File: config.mk
export PLATFORM = sky130hd
export DESIGN_NAME = space_packet_frame_checker_unit
export DESIGN_NICKNAME = d
export VERILOG_FILES = /design/src/spfc_pkg.sv /design/src/space_packet_frame_checker_unit.sv
export SDC_FILE = /design/constraint.sdc
export NUM_CORES = 1
export LEC_CHECK = 0
export ABC_AREA = 1
export BUFFER_PORTS_ARGS = -buffer_cell sky130_fd_sc_hd__buf_4
export CORE_MARGIN = 2
export CORE_UTILIZATION = 44
export CTS_CLUSTER_SIZE = 16
export DETAILED_ROUTE_END_ITERATION = 8
export RECOVER_POWER = 25
export SETUP_SLACK_MARGIN = 0.05
export SLEW_MARGIN = 20
export SYNTH_ARGS = -nofsm -noshare
export SYNTH_HDL_FRONTEND = slang
export SYNTH_SLANG_ARGS = --single-unit
File: constraint.sdc
create_clock -name clk -period 5.8 [get_ports clk]
set_input_delay 0.29 -clock clk [delete_from_list [all_inputs] [get_ports clk]]
set_output_delay 0.29 -clock clk [all_outputs]
set_load 0.02 [all_outputs]
File: src/spfc_pkg.sv
`timescale 1ns / 1ps
`default_nettype none
// -----------------------------------------------------------------------------
// spfc_pkg
// Types, status codes and the CRC-16/CCITT-FALSE byte update for the
// space packet frame checker.
// -----------------------------------------------------------------------------
package spfc_pkg;

	localparam int unsigned IDX_W    = 17;
	localparam int unsigned HDR_LEN  = 6;
	localparam int unsigned MIN_LEN  = 8;
	localparam logic [15:0] CRC_INIT = 16'hFFFF;
	localparam logic [15:0] CRC_POLY = 16'h1021;

	typedef enum logic [2:0] {
		ST_OK        = 3'd0,
		ST_TRUNCATED = 3'd1,
		ST_BAD_VER   = 3'd2,
		ST_LEN_ZERO  = 3'd3,
		ST_CRC_BAD   = 3'd4
	} status_t;

	typedef enum logic [3:0] {
		PH_HEADER = 4'b0001,
		PH_BODY   = 4'b0010,
		PH_DONE   = 4'b0100,
		PH_ERROR  = 4'b1000
	} phase_t;

	typedef enum logic {
		KIND_PAYLOAD = 1'b0,
		KIND_VERDICT = 1'b1
	} kind_t;

	// one byte of CRC, MSB first
	function automatic logic [15:0] crc_feed(input logic [15:0] crc, input logic [7:0] b);
		logic [15:0] c;
		c = crc ^ {b, 8'h00};
		for (int k = 0; k < 8; k++) begin
			if (c[15]) begin
				c = {c[14:0], 1'b0} ^ CRC_POLY;
			end else begin
				c = {c[14:0], 1'b0};
			end
		end
		return c;
	endfunction

endpackage
`default_nettype wire

File: src/space_packet_frame_checker_unit.sv
`timescale 1ns / 1ps
`default_nettype none
// -----------------------------------------------------------------------------
// space_packet_frame_checker_unit
// Parses the six-byte primary header of each frame, forwards payload bytes,
// checks the trailing CRC-16/CCITT-FALSE and emits one verdict per frame.
// -----------------------------------------------------------------------------
// Usage:
//   Input channel (in_valid/in_ready) carries one frame byte per transaction,
//   with frame_end high on the last byte of the received frame.
//   Output channel (out_valid/out_ready) carries either a payload byte
//   (out_kind 0) or a frame verdict (out_kind 1) with the header fields and
//   a status. Payload bytes of a frame whose verdict is not ok are to be
//   dropped by the receiver.
//   Config channel (cfg_valid/cfg_ready) writes expected_version; it is
//   always ready. The user writes it only while the block is idle; the
//   block itself does not enforce this. Throughput is one byte per cycle
//   while the receiver does not stall. A byte is registered at acceptance,
//   processed once the output register is free, and its result, if any,
//   lands in the output register. The rate is set by the combinational CRC
//   byte update and header decode. When the receiver stalls, the output
//   register holds and the input stage keeps one byte; in_ready drops only
//   while both are full. Reset clears all frame state, sets the CRC to FFFF
//   and clears expected_version to zero. No clearing pass is needed.
// -----------------------------------------------------------------------------
module space_packet_frame_checker_unit (
	input  wire logic        clk,
	input  wire logic        arst_n,
	input  wire logic        in_valid,
	output logic             in_ready,
	input  wire logic [7:0]  data_byte,
	input  wire logic        frame_end,
	output logic             out_valid,
	input  wire logic        out_ready,
	output logic             out_kind,
	output logic [7:0]       payload_byte,
	output logic [2:0]       status,
	output logic             packet_type,
	output logic [10:0]      apid,
	output logic [1:0]       sequence_flags,
	output logic [13:0]      sequence_count,
	output logic [15:0]      payload_length,
	input  wire logic        cfg_valid,
	output logic             cfg_ready,
	input  wire logic [2:0]  expected_version
);
	import spfc_pkg::*;

	// input stage
	logic             valid_s1;
	logic [7:0]       byte_s1;
	logic             last_s1;

	// frame state
	logic [IDX_W-1:0] idx_q;
	logic [15:0]      crc_q;
	logic [47:0]      hdr_q;
	logic [7:0]       crc_hi_q;
	phase_t           phase_q;
	status_t          pend_q;
	logic [2:0]       exp_ver_q;

	// output register
	logic             out_valid_q;
	logic             out_kind_q;
	logic [7:0]       out_byte_q;
	logic [2:0]       out_status_q;
	logic             out_type_q;
	logic [10:0]      out_apid_q;
	logic [1:0]       out_flags_q;
	logic [13:0]      out_count_q;
	logic [15:0]      out_len_q;

	logic             s1_go;
	logic             fire;

	// next-state and result
	logic [IDX_W-1:0] idx_inc;
	logic [IDX_W-1:0] idx_d;
	logic [15:0]      crc_d;
	logic [47:0]      hdr_d;
	logic [7:0]       crc_hi_d;
	phase_t           phase_d;
	status_t          pend_d;
	logic             res_d;
	logic             res_verdict;
	status_t          res_status;
	logic             clear_d;
	logic [15:0]      len_cur;
	logic [15:0]      len_new;
	logic [15:0]      crc_byte;
	logic [IDX_W-1:0] pay_pos;

	assign s1_go     = !out_valid_q || out_ready;
	assign in_ready  = !valid_s1 || s1_go;
	assign fire      = valid_s1 && s1_go;
	assign cfg_ready = 1'b1;

	always_ff @(posedge clk or negedge arst_n) begin
		if (!arst_n) begin
			exp_ver_q <= 3'd0;
		end else if (cfg_valid && cfg_ready) begin
			exp_ver_q <= expected_version;
		end
	end

	always_ff @(posedge clk or negedge arst_n) begin
		if (!arst_n) begin
			valid_s1 <= 1'b0;
		end else if (in_ready) begin
			valid_s1 <= in_valid;
		end
	end

	always_ff @(posedge clk) begin
		if (in_valid && in_ready) begin
			byte_s1 <= data_byte;
			last_s1 <= frame_end;
		end
	end

	assign crc_byte = crc_feed(crc_q, byte_s1);
	assign idx_inc  = (idx_q == {IDX_W{1'b1}}) ? idx_q : idx_q + 1'b1;
	assign len_cur  = hdr_q[15:0];
	assign pay_pos  = idx_q - IDX_W'(HDR_LEN - 1);

	always_comb begin
		hdr_d = hdr_q;
		if (phase_q == PH_HEADER) begin
			case (idx_q[2:0])
				3'd0:    hdr_d[47:40] = byte_s1;
				3'd1:    hdr_d[39:32] = byte_s1;
				3'd2:    hdr_d[31:24] = byte_s1;
				3'd3:    hdr_d[23:16] = byte_s1;
				3'd4:    hdr_d[15:8]  = byte_s1;
				3'd5:    hdr_d[7:0]   = byte_s1;
				default: hdr_d = hdr_q;
			endcase
		end
	end

	assign len_new = hdr_d[15:0];

	always_comb begin
		idx_d       = idx_inc;
		crc_d       = crc_q;
		crc_hi_d    = crc_hi_q;
		phase_d     = phase_q;
		pend_d      = pend_q;
		res_d       = 1'b0;
		res_verdict = 1'b0;
		res_status  = ST_OK;
		clear_d     = 1'b0;

		case (phase_q)
			PH_HEADER: begin
				crc_d = crc_byte;
				if (idx_q == IDX_W'(HDR_LEN - 1)) begin
					if (hdr_d[47:45] != exp_ver_q) begin
						pend_d  = ST_BAD_VER;
						phase_d = PH_ERROR;
					end else if (len_new == 16'd0) begin
						pend_d  = ST_LEN_ZERO;
						phase_d = PH_ERROR;
					end else begin
						phase_d = PH_BODY;
					end
				end
			end
			PH_BODY: begin
				if (pay_pos < {1'b0, len_cur}) begin
					crc_d = crc_byte;
					res_d = 1'b1;
				end else if (pay_pos == {1'b0, len_cur}) begin
					crc_hi_d = byte_s1;
				end else begin
					res_d       = 1'b1;
					res_verdict = 1'b1;
					res_status  = ({crc_hi_q, byte_s1} == crc_q) ? ST_OK : ST_CRC_BAD;
					phase_d     = PH_DONE;
				end
			end
			PH_ERROR: begin
			end
			PH_DONE: begin
			end
			default: begin
			end
		endcase

		// end of frame: a verdict not yet given is given now
		if (last_s1) begin
			clear_d = 1'b1;
			if (!(phase_q == PH_DONE) && !(res_verdict)) begin
				res_d       = 1'b1;
				res_verdict = 1'b1;
				if (idx_inc < IDX_W'(MIN_LEN)) begin
					res_status = ST_TRUNCATED;
				end else if (pend_q != ST_OK) begin
					res_status = pend_q;
				end else begin
					res_status = ST_TRUNCATED;
				end
			end
		end
	end

	always_ff @(posedge clk or negedge arst_n) begin
		if (!arst_n) begin
			idx_q    <= '0;
			crc_q    <= CRC_INIT;
			hdr_q    <= '0;
			crc_hi_q <= 8'd0;
			phase_q  <= PH_HEADER;
			pend_q   <= ST_OK;
		end else if (fire) begin
			if (clear_d) begin
				idx_q    <= '0;
				crc_q    <= CRC_INIT;
				hdr_q    <= '0;
				crc_hi_q <= 8'd0;
				phase_q  <= PH_HEADER;
				pend_q   <= ST_OK;
			end else begin
				idx_q    <= idx_d;
				crc_q    <= crc_d;
				hdr_q    <= hdr_d;
				crc_hi_q <= crc_hi_d;
				phase_q  <= phase_d;
				pend_q   <= pend_d;
			end
		end
	end

	always_ff @(posedge clk or negedge arst_n) begin
		if (!arst_n) begin
			out_valid_q <= 1'b0;
		end else if (s1_go) begin
			out_valid_q <= valid_s1 && res_d;
		end
	end

	// load the result register; payload results carry zero header fields
	always_ff @(posedge clk) begin
		if (fire && res_d) begin
			if (res_verdict) begin
				out_kind_q   <= KIND_VERDICT;
				out_byte_q   <= 8'd0;
				out_status_q <= res_status;
				out_type_q   <= hdr_d[44];
				out_apid_q   <= hdr_d[42:32];
				out_flags_q  <= hdr_d[31:30];
				out_count_q  <= hdr_d[29:16];
				out_len_q    <= (len_new == 16'd0) ? 16'd0 : len_new - 16'd1;
			end else begin
				out_kind_q   <= KIND_PAYLOAD;
				out_byte_q   <= byte_s1;
				out_status_q <= ST_OK;
				out_type_q   <= 1'b0;
				out_apid_q   <= 11'd0;
				out_flags_q  <= 2'd0;
				out_count_q  <= 14'd0;
				out_len_q    <= 16'd0;
			end
		end
	end

	assign out_valid      = out_valid_q;
	assign out_kind       = out_kind_q;
	assign payload_byte   = out_byte_q;
	assign status         = out_status_q;
	assign packet_type    = out_type_q;
	assign apid           = out_apid_q;
	assign sequence_flags = out_flags_q;
	assign sequence_count = out_count_q;
	assign payload_length = out_len_q;

	a_end_clears: assert property (@(posedge clk) disable iff (!arst_n)
		(fire && last_s1) |=> (idx_q == '0 && phase_q == PH_HEADER && crc_q == CRC_INIT))
		else $error("frame state not cleared after frame end");

	a_body_past_header: assert property (@(posedge clk) disable iff (!arst_n)
		(phase_q == PH_BODY) |-> (idx_q >= IDX_W'(HDR_LEN)))
		else $error("body phase entered before header complete");

	a_pending_matches_phase: assert property (@(posedge clk) disable iff (!arst_n)
		(phase_q == PH_ERROR) == (pend_q != ST_OK))
		else $error("pending error out of step with error phase");

	a_payload_fields_clear: assert property (@(posedge clk) disable iff (!arst_n)
		(out_valid_q && out_kind_q == KIND_PAYLOAD) |->
		(out_status_q == ST_OK && out_len_q == 16'd0 && out_apid_q == 11'd0))
		else $error("payload result carries verdict fields");

endmodule
`default_nettype wire
==> metrics.md, run 1 <==
| Metric | Value |
|---|---|
| Largest net degree at the start of global routing | 60 |
| Endpoints failing setup | 0 |
| Crit Reg-Reg Endpoint | sequence_count[1]$_SDFFCE_PP0P_ |
| Mean area per synthesized cell | 9.06 sq um |
| Clk pin slew, worst setup/hold paths | 0.06 ns |
| CP startpoint | idx_q[0]$_DFFE_PN0P_ |
| R2R Setup Slk | ~1.8 ns |
| Top-area cell type share of the netlist area | 0.228 |
| Syn Nets | 1034 |
| WP buf/inv | 2 |
| Area of the die | around 22000 sq um |
| Most frequent CP cell | nand2_1 |
| Top cells by area, synth | dfrtp_1 (23%), edfxtp_1 (22%), nand2_1 (9.2%) |
| Min Tclk post-route | 3.96 ns |
| Share of flip-flops with an asynchronous set or reset | 0.604 |
| Critical path depth in cells | 19 |
| Antenna violations before repair | 0 |
| Synth warn | 0 |
| Dpl ws | 1.91 ns |
| FP Rows | 52 |
| Worst path arrival time | 4.01 ns |
| Root Buffer | clkbuf_16 |
| DRC Markers | 0 |
| Synth unique cells | 51 |
| Number of post-CTS setup repair buffers | 0 |
| Drt pass-1 iters | 5 |
| Ys flop type | dfrtp_1 |
| DR vias | between 6000 and 7000 |
| Sequential fraction of the synthesis area | 0.495 |
| Vias in the first global route | ~6600 |
| FF-to-FF Start | idx_q[0]$_DFFE_PN0P_ |
| Layout area overhead | 12.1% |
| Final worst slack | 1.84 ns |
| Fmax | roughly 250 MHz |
| Critical Path End | sequence_count[1]$_SDFFCE_PP0P_ |
| Layout fillers | 1945 |
| Cell breakdown of the critical path | o21ai_0 -> inv_1 -> nor2_1 -> nand2_1 -> o41ai_1 -> o21ai_0 -> ha_1 -> nand2_1 -> nor2_1 -> nor3b_1 -> nand2_1 -> nand2_1 -> nand2_1 -> nand2_1 -> nand2_2 -> nand2_1 -> nand2_1 -> a21oi_4 -> buf_4 |
| Placer Congestion | 0.867 |
| Status | finished, violations left |
| WHS | 0.0611 ns |
| CTS H-tree depth | 4 |
| Total Routing Usage GR | 0.206 |
| Synth area leader | dfrtp_1 |
| Initial Util | 0.446 |
| Core Box Area | 20200 sq um |
| CTS tree | done |
| Crit share post-route | 0.682 |
| Commonest non-fill, non-tap cell in the layout | nand2_1 |
| WS Path Type | register to register |
| Synthesized area | 8990 sq um |
| Port Buffers | 74 |
| NumNets Final | 1094 |
| RSZ-0062 raised after global routing | no |
| Num CTS Buffers | 17 |
| Grt ovf | 0 |
| DRT Wirelength | between 20 and 25 mm |
| Commonest non-fill, non-tap cells in the layout | nand2_1 (220), o21ai_0 (97), nor2_1 (89) |
| Final Hold Viols | 0 |
| Failing checks | max-capacitance violations, max-slew violations |
| Cells after Synth | 993 |
| DIE HEIGHT | 147 um |
| Worst Tran Pin Value | 2.46 ns |
| Synthesized flop and latch total | 164 |
| Post-cts repair resize count | 0 |
| Req. time, crit path | 5.85 ns |
| Drt wl/cell | 15.9 um |
| Share of layout cells above drive strength 1 | 0.144 |
| Hold Path Class | input port to register |
| Lkg Pwr | 4.37 nW |
| Vias per inst | 5.16 |
| Clock Sink Count | 164 |
| Clock tree buffer depth | 2 |
| First-pass GRT wire length | ~35 mm |
| Die X | 147 um |
| Initial drt markers | around 460 |
| CP Capture Type | register |
| Post-route ant nets | 0 |
| Clk Latency, worst-skew pair | 0.42 ns |
| I/O pin total | 76 |
| Delay-heaviest family, CP | simple AND/OR/NAND/NOR gates |
| Worst path slowest cell | buf_4 |
| Post-Route Setup TNS | 0 ns |
| CP max FO | 56 |
| Startpoint type of the worst setup path | register |
| Max_slew headroom | -0.640 |
| Post-synth EDFFs | 65 |
| DP HPWL | 15.3 mm |
| Pwr Density | 404 nW/um^2 |
| Ant diodes | 0 |
| Largest vdd supply drop | 0.206 mV |
| Final Max Slew Viols | 42 |
| Max Cap Viol | 1 |
| Critical Path Max Stage Delay | a little under 0.6 ns |
| Worst R2R Path Depth | 19 |
| Layout Skew | 0.00785 ns |
[cell type report]
type | instances | area (sq um) | share of cell area
clock inverters | 12 | 106 | 0.0105
repair buffers | 79 | 430 | 0.0427
clock buffers | 19 | 443 | 0.0439
well taps | 270 | 338 | 0.0335
inverters | 88 | 335 | 0.0333
multi-input cells | 703 | 3980 | 0.395
flip-flops and latches | 164 | 4450 | 0.441
[where the power goes]
part | internal [mW] | switching [mW]
combinational | 0.425 | 0.888
sequential | 1.52 | 0.177
clock | 0.599 | 0.459
[metal layers]
| metal | track usage | up-vias | share of wire |
|---|---|---|---|
| met2 | 0.323 | 193 | 0.45 |
| met5 | 0 | - | 0 |
| li1 | - | 3423 | - |
| met1 | 0.290 | 3239 | 0.47 |
| met4 | 0.0721 | 0 | 0.026 |
| met3 | 0.0391 | 35 | 0.050 |
[worst register-to-register path: cells and delay by family (launching register included)]
kind	cells	cell delay [ns]
AND/OR/NAND/NOR	12	1.05
AO/OA/AOI/OAI	4	0.99
buffers and inverters	2	0.68
adder cells (fa/ha/maj)	1	0.33
flip-flops	1	0.49
[sequential cells by signal, summed over array words and instances (netlist names)]
| signal | flops |
|---|---|
| last_s1 | 1 |
| out_valid | 1 |
| sequence_flags | 2 |
| sequence_count | 14 |
| crc_hi_q | 8 |
| crc_q | 16 |
| packet_type | 1 |
| valid_s1 | 1 |
| byte_s1 | 8 |
| phase_q | 4 |
| pend_q | 2 |
| exp_ver_q | 3 |
| payload_byte | 8 |
| idx_q | 17 |
| hdr_q | 47 |
| apid | 11 |
| status | 3 |
| payload_length | 16 |
| out_kind | 1 |
[repair_timing]
| action | 4_1_cts | 5_1_grt |
|---|---|---|
| hold endpoints to repair | 40 | 0 |
| setup endpoints to repair | 0 | 0 |
| hold buffers | 1 | 0 |
[cells in the mapped netlist, drive strengths merged, types with 3 or more instances]
cell type / instances
nor3: 14
xor2: 33
inv: 86
xnor2: 31
mux2: 3
clkbuf: 19
edfxtp: 65
nand4: 14
nand2: 226
ha: 24
dfrtp: 82
nand3: 36
dfstp: 17
a21o: 5
buf: 19
a21oi: 27
nor2: 124
nor3b: 4
o22ai: 19
o21ai: 126
o21a: 3
nor4: 5
[how the worst min path moves through the flow]
| stage | from | to | cells after the start |
|---|---|---|---|
| 6_report | data_byte[0] | byte_s1[0]$_DFFE_PP_ | 1 |
| 5_1_grt | data_byte[4] | byte_s1[4]$_DFFE_PP_ | 1 |
| 4_1_cts | data_byte[7] | byte_s1[7]$_DFFE_PP_ | 1 |
| 3_5_place_dp | arst_n | hdr_q[40]$_DFFE_PN0P_ | 1 |
| 2_1_floorplan | arst_n | crc_hi_q[0]$_DFFE_PN0P_ | 0 |
| 3_3_place_gp | arst_n | hdr_q[40]$_DFFE_PN0P_ | 1 |
[logic make-up (layout without fill, tap and decap cells)]
logic type / count (synthesis) / in the layout / share of synthesized area
xor gates and xnor gates: 64 / 64 / 0.0632
DFF: 164 / 164 / 0.495
and+or+nand+nor: 428 / 428 / 0.225
AOI/OAI and AO/OA: 183 / 183 / 0.116
other: 1 / 1 / 0.000417
buffers and inverters: 126 / 198 / 0.0638
adders and majority gates: 24 / 24 / 0.0334
muxes: 3 / 3 / 0.00376
[through the flow]
stage,area (sq um),power [mW],utilization,instances
global placement,9690,3.07,0.480,1303
global route,10100,4.34,0.500,1335
CTS,10200,4.15,0.508,1335
detailed placement,9690,3.08,0.480,1303
floorplan,8990,2.71,-,993
finish,10100,4.07,0.500,1335
No activity file was read; power rests on OpenSTA's default activity.
==> run 2, diff against run 1 <==
- ABC_AREA: 1 -> 0
- clock period: 5.8 -> 3.86 ns (I/O delays scaled with it)
==> run 2 against run 1 <==
Compared with the run above: the flow now finishes without violations; clock skew increased by 0.0050 ns; final cell count is 1.8% higher; fmax rose by 9.2%; sequential share of layout area is 4.2 points lower; first-iteration DRC count rose by 63%; core utilization up 3.5 points; critical path depth is 3 lower; synthesized cell count fell by 2.3%; non-clock buffer count is 61 higher; highest routed layer unchanged.
==> metrics.md, run 2 <==
| Metric | Value |
|---|---|
| Status | complete, no violations |
| First-pass GRT wire length | 40.9 mm |
| FP Rows | 53 |
| Post-Route Setup TNS | 0 ns |
| CP max FO | 20 |
| Clock tree buffer depth | 2 |
| Commonest non-fill, non-tap cells in the layout | nand2_1 (136), dfrtp_1 (81), nor2_1 (79) |
| Max Cap Viol | 0 |
| Antenna violations before repair | 1 |
| Pwr Density | 574 nW/um^2 |
| Sw power | 2.34 mW |
| Layout fillers | 1965 |
| Sw Share | 0.365 |
| Post-route ant nets | 0 |
| I/O pin total | between 70 and 80 |
| Total Power | 6.39 mW |
| CTS tree | done |
| Initial drt markers | 744 |
| Cells after Synth | 970 |
| Synth cell count leaders | nand2_1 (136), dfrtp_1 (82), nor2_1 (80) |
| Cell breakdown of the critical path | inv_2 -> ha_4 -> o21ai_4 -> nor4_4 -> buf_4 -> nand2_1 -> xnor2_1 -> ha_1 -> a2111oi_2 -> o21ai_1 -> a22o_1 -> or3_4 -> a31o_4 -> a21oi_4 -> buf_12 -> buf_12 |
| Vias in the first global route | between 7000 and 8000 |
| Share of flip-flops with an asynchronous set or reset | 0.604 |
| Drt wl/cell | roughly 19 um |
| Synth warn | 0 |
| Mean area per synthesized cell | 9.53 sq um |
| DRT Wirelength | around 26 mm |
| Top cells by area, synth | dfrtp_1 (22%), edfxtp_1 (21%), nand2_1 (5.5%) |
| Synth unique cells | approximately 80 |
| Largest register FFs | 47 |
| Root Buffer | clkbuf_16 |
| Worst Tran Pin Value | a little under 0.8 ns |
| Clk pwr share | 0.279 |
| R2R Setup Slk | 0.24 ns |
| Drt pass-1 iters | 5 |
| Max_slew headroom | 0.482 |
| RSZ-0062 raised after global routing | no |
| DIE HEIGHT | 149 um |
| Comb pwr share | 0.337 |
| Min Tclk post-route | roughly 3.6 ns |
| DP HPWL | 18.1 mm |
| Grt ovf | 0 |
| Biggest register | hdr_q |
| Final Max Slew Viols | 0 |
| Ys flop type | dfrtp_1 |
| Core Box Area | 20800 sq um |
| Post-synth EDFFs | 65 |
| DR vias | 7757 |
| Most frequent CP cell | buf_12 |
| Vias per inst | about 5.7 |
| Top-area cell type share of the netlist area | 0.222 |
| Largest net degree at the start of global routing | 53 |
| P_int | 4.06 mW |
| Worst Hold Depth | 2 |
| Biggest regs | hdr_q x47, idx_q x17 |
| Final core occ | 0.535 |
| CP Capture Type | register |
| Lkg Pwr | 4.33 nW |
| Clk pin slew, worst setup/hold paths | 0.07 ns |
| Worst R2R Path Depth | 16 |
| Die X | 149 um |
| Layout Skew | 0.0128 ns |
| Sequential power share | 0.384 |
| Critical Path Max Stage Delay | 0.39 ns |
| NumNets Final | 1111 |
| Clk Latency, worst-skew pair | 0.44 ns |
| Worst path arrival time | 3.76 ns |
| Synthesized area | approximately 9000 sq um |
| Worst path slowest cell | dfrtp_1 |
| Post-placement cell count | 1309 |
| Placer Congestion | 0.903 |
| Share of layout cells above drive strength 1 | 0.168 |
| Fmax | 276 MHz |
| Num CTS Buffers | 17 |
| Area of the die | 22200 sq um |
| Post-Layout Cell Count | 1359 |
| Synth area leader | dfrtp_1 |
| Endpoints failing setup | 0 |
| Final Hold Viols | 0 |
| Syn Nets | slightly above 1000 |
| Sequential fraction of the synthesis area | 0.481 |
| Req. time, crit path | about 4.0 ns |
| Initial Util | 0.444 |
| DRC Markers | 0 |
| Commonest non-fill, non-tap cell in the layout | nand2_1 |
| Synthesized flop and latch total | around 160 |
| Clock Sink Count | 164 |
| Layout area overhead | 20.4% |
| Largest vdd supply drop | ~0.36 mV |
| Total Routing Usage GR | 0.239 |
| Count leader, synth | nand2_1 |
| Hold Path Class | input port to register |
| Crit share post-route | 0.938 |
| Port Buffers | 74 |
| CTS H-tree depth | 4 |
| WS Path Type | register to register |
| Startpoint type of the worst setup path | register |
==> run 2: power groups by stage <==
stage | Sequential (mW) | Combinational [mW] | Clock (mW)
3_5_place_dp | 2.49 | 2.14 | 0
6_report | 2.45 | 2.16 | 1.78
4_1_cts | 2.45 | 2.17 | 1.81
5_1_grt | 2.50 | 2.40 | 1.89
2_1_floorplan | 2.50 | 1.53 | 0
3_3_place_gp | 2.48 | 2.13 | 0
==> run 2: area by class of cell <==
cell class / count / area [sq um] / area share
tap: 275 / 344 / 0.0309
multi-input combinational: 720 / 4560 / 0.409
sequential: 164 / 4450 / 0.400
timing repair buffer: 140 / 1050 / 0.0939
clock inverter: 15 / 208 / 0.0186
clock buffer: 17 / 425 / 0.0382
antenna: 1 / 2.50 / 0.000225
inverter: 27 / 101 / 0.00910
==> run 2: repair_timing <==
item,CTS,global route
gates resized for setup,0,11
hold buffers,14,0
hold endpoints to repair,61,0
setup endpoints to repair,0,108
setup buffers,0,2
==> run 2: path summary, 6_finish.rpt <==
path	startpoint	endpoint
max in group asynchronous	arst_n	phase_q[0]$_DFFE_PN1P_
max reg2reg	idx_q[1]$_DFFE_PN0P_	payload_length[6]$_SDFFCE_PP0P_
min reg2reg	hdr_q[41]$_DFFE_PN0P_	hdr_q[41]$_DFFE_PN0P_
min	cfg_valid	exp_ver_q[1]$_DFFE_PN0P_
max	idx_q[1]$_DFFE_PN0P_	payload_length[6]$_SDFFCE_PP0P_
min in group asynchronous	arst_n	idx_q[16]$_DFFE_PN0P_
==> run 2: cells by family after synthesis <==
group / share of synthesized area
simple gates: 0.206
compound gates: 0.170
flops: 0.481
buf+inv: 0.0373
xor+xnor: 0.0625
fa+ha+maj: 0.0325
mux: 0.0104
other cells: 0.000406
==> run 2: critical path: cells and delay by family, from the launching register on <==
kind	cells	cell delay [ns]
AOI/OAI and AO/OA	6	1.14
xor gates and xnor gates	1	0.14
adders and majority gates	2	0.40
buffers and inverters	4	0.60
DFF	1	0.39
and+or+nand+nor	3	0.63
==> run 2: per-layer routing <==
metal	GRT usage	wire length, um
met1	0.341	12000
met2	0.376	11900
met4	0.0705	498
met5	0	0
met3	0.0419	1610
==> run 2: through the flow <==
| stage | hold WS (ns) | instance area, sq um | setup slack (ns) |
|---|---|---|---|
| 2_1_floorplan | -0.103 | 9330 | -0.407 |
| 3_5_place_dp | 0.298 | 10400 | 0.120 |
| 3_3_place_gp | 0.291 | 10400 | 0.151 |
| 5_1_grt | 0.0240 | 11100 | 0.0621 |
| 4_1_cts | 0.0227 | 11200 | 0.0860 |
| 6_report | 0.0331 | 11100 | 0.237 |
==> run 3, diff against run 2 <==
- CORE_UTILIZATION: 44 -> 50
- PLACE_DENSITY: not set -> 0.69
==> run 3 against run 2 <==
Compared with the run above: the run now ends with max-capacitance violations, max-slew violations left; clock skew hardly changed; combinational power barely moved; first-iteration DRC count shrank 5.1%; die area decreased by 12%; sequential power barely moved; sequential share of layout area increased by 0.054 points; flip-flop and latch count is the same; critical path depth fell by 1; largest cell class unchanged; largest power group unchanged.
==> metrics.md, run 3 (synthesis gave the netlist of run 2 again) <==
| Metric | Value |
|---|---|
| Commonest non-fill, non-tap cells in the layout | nand2_1 (136), buf_4 (101), dfrtp_1 (81) |
| Grt ovf | 0 |
| Placer Congestion | 0.900 |
| Clk pin slew, worst setup/hold paths | 0.07 ns |
| Max_slew headroom | -0.344 |
| Layout Skew | about 0.013 ns |
| Hold Path Class | input port to register |
| Lkg Pwr | roughly 4.4 nW |
| RSZ-0062 raised after global routing | no |
| Failing checks | max-capacitance violations, max-slew violations |
| Area of the die | 19600 sq um |
| Largest vdd supply drop | 0.420 mV |
| Layout fillers | roughly 1600 |
| Antenna violations before repair | 1 |
| Status | finished, violations left |
| Root Buffer | clkbuf_16 |
| NumNets Final | 1110 |
| Initial drt markers | 706 |
| Total Routing Usage GR | 0.260 |
| Fmax | roughly 270 MHz |
| Port Buffers | 74 |
| DRC Markers | 0 |
| Num CTS Buffers | 17 |
| Share of layout cells above drive strength 1 | 0.187 |
| WS Path Type | register to register |
| Max Cap Viol | 1 |
| FP Rows | 49 |
| Worst path arrival time | around 3.8 ns |
| Startpoint type of the worst setup path | register |
| CTS tree | done |
| Commonest non-fill, non-tap cell in the layout | nand2_1 |
| Ant diodes | 0 |
| Final Max Slew Viols | 77 |
| First-pass GRT wire length | 40.2 mm |
| WHS | 0.0317 ns |
| Drt wl/cell | a little under 20 um |
| DIE HEIGHT | 140 um |
| Biggest register | hdr_q |
| CP max FO | 21 |
| Area of the multi-input gates | 4540 sq um |
| Post-route ant nets | 0 |
| Initial Util | 0.513 |
| Vias per inst | 5.96 |
| Clock tree buffer depth | 2 |
| CP Capture Type | register |
| Register area | 4450 sq um |
| Endpoints failing setup | 0 |
| Post-placement cell count | ~1300 |
| Final Instance Area | 11100 sq um |
| Core Box Area | 18000 sq um |
| Min Tclk post-route | 3.64 ns |
| Placed inst area | 10300 sq um |
| Die X | 140 um |
| Largest net degree at the start of global routing | 77 |
| DR vias | 7816 |
| Post-Layout Cell Count | approximately 1300 |
| Final Hold Viols | 0 |
| Clock Sink Count | 164 |
| Req. time, crit path | 4.00 ns |
| DP HPWL | 17.6 mm |
| Clk Latency, worst-skew pair | 0.43 ns |
| Worst Tran Pin Value | 2.02 ns |
| Largest register FFs | 47 |
| Crit share post-route | 0.943 |
| Vias in the first global route | 7501 |
| Biggest regs | hdr_q x47, idx_q x17 |
| Pwr Density | 579 nW/um^2 |
| DRT Wirelength | around 25 mm |
| I/O pin total | 76 |
| Layout area overhead | 20.3% |
| Drt pass-1 iters | 5 |
| CTS H-tree depth | 4 |
run 3: final timing paths:
kind / from / to / slack, ns / cells past startpoint
worst min-delay path: cfg_valid / exp_ver_q[1]$_DFFE_PN0P_ / 0.03 / 2
worst max-delay path: idx_q[0]$_DFFE_PN0P_ / sequence_count[7]$_SDFFCE_PP0P_ / 0.22 / 15
min in group asynchronous: arst_n / idx_q[15]$_DFFE_PN0P_ / 0.82 / 2
max in group asynchronous: arst_n / idx_q[0]$_DFFE_PN0P_ / 1.67 / 2
worst max register to register: idx_q[0]$_DFFE_PN0P_ / sequence_count[7]$_SDFFCE_PP0P_ / 0.22 / 15
worst min register to register: hdr_q[46]$_DFFE_PN0P_ / hdr_q[46]$_DFFE_PN0P_ / 0.48 / 2
run 3: layout make-up:
cell class	instances	area share
Timing Repair Buffer	139	0.100
Tap cell	229	0.0258
Clock buffer	20	0.0421
Inverter	27	0.00911
Multi-Input combinational cell	720	0.409
Sequential cell	164	0.400
Clock inverter	12	0.0141
run 3: critical path: stages, from the launching register on:
cell       delay [ns]
dfrtp_2          0.41
inv_2            0.09
ha_4             0.16
o21ai_4          0.06
nor4_4           0.22
nand2_1          0.09
xnor2_1          0.14
ha_1             0.33
a2111oi_2        0.38
o21ai_1          0.11
a22o_1           0.28
or3_4            0.36
a31o_4           0.24
a21oi_4          0.16
buf_12           0.14
buf_12           0.16
run 3: metrics by stage:
stage	TNS (ns)	util	power, mW	setup slack [ns]
global route	0	0.617	6.79	0.0538
detailed placement	0	0.572	4.61	0.148
CTS	0	0.614	6.43	0.106
finish	0	0.617	6.43	0.220
floorplan	-22.79	-	4.03	-0.407
global placement	0	0.572	4.57	0.149
run 3: timing repair:
item                                   4_1_cts  5_1_grt
endpoints found under the hold margin       71        0
hold buffers                                14        0
resized for setup                            0        8
setup endpoints to repair                    0       89
setup buffers                                0        1
run 3: layer usage:
layer	track usage	vias up	routed length [um]
met5	0	-	0
met4	0.0795	0	477
met3	0.0479	49	1580
met2	0.428	289	12100
met1	0.351	3770	11000
li1	-	3708	-
run 3: power by group:
group,total [mW],switching (mW),internal [mW]
clock,1.80,0.762,1.04
sequential,2.47,0.273,2.19
combinational,2.17,1.23,0.940
total,6.43,2.26,4.17
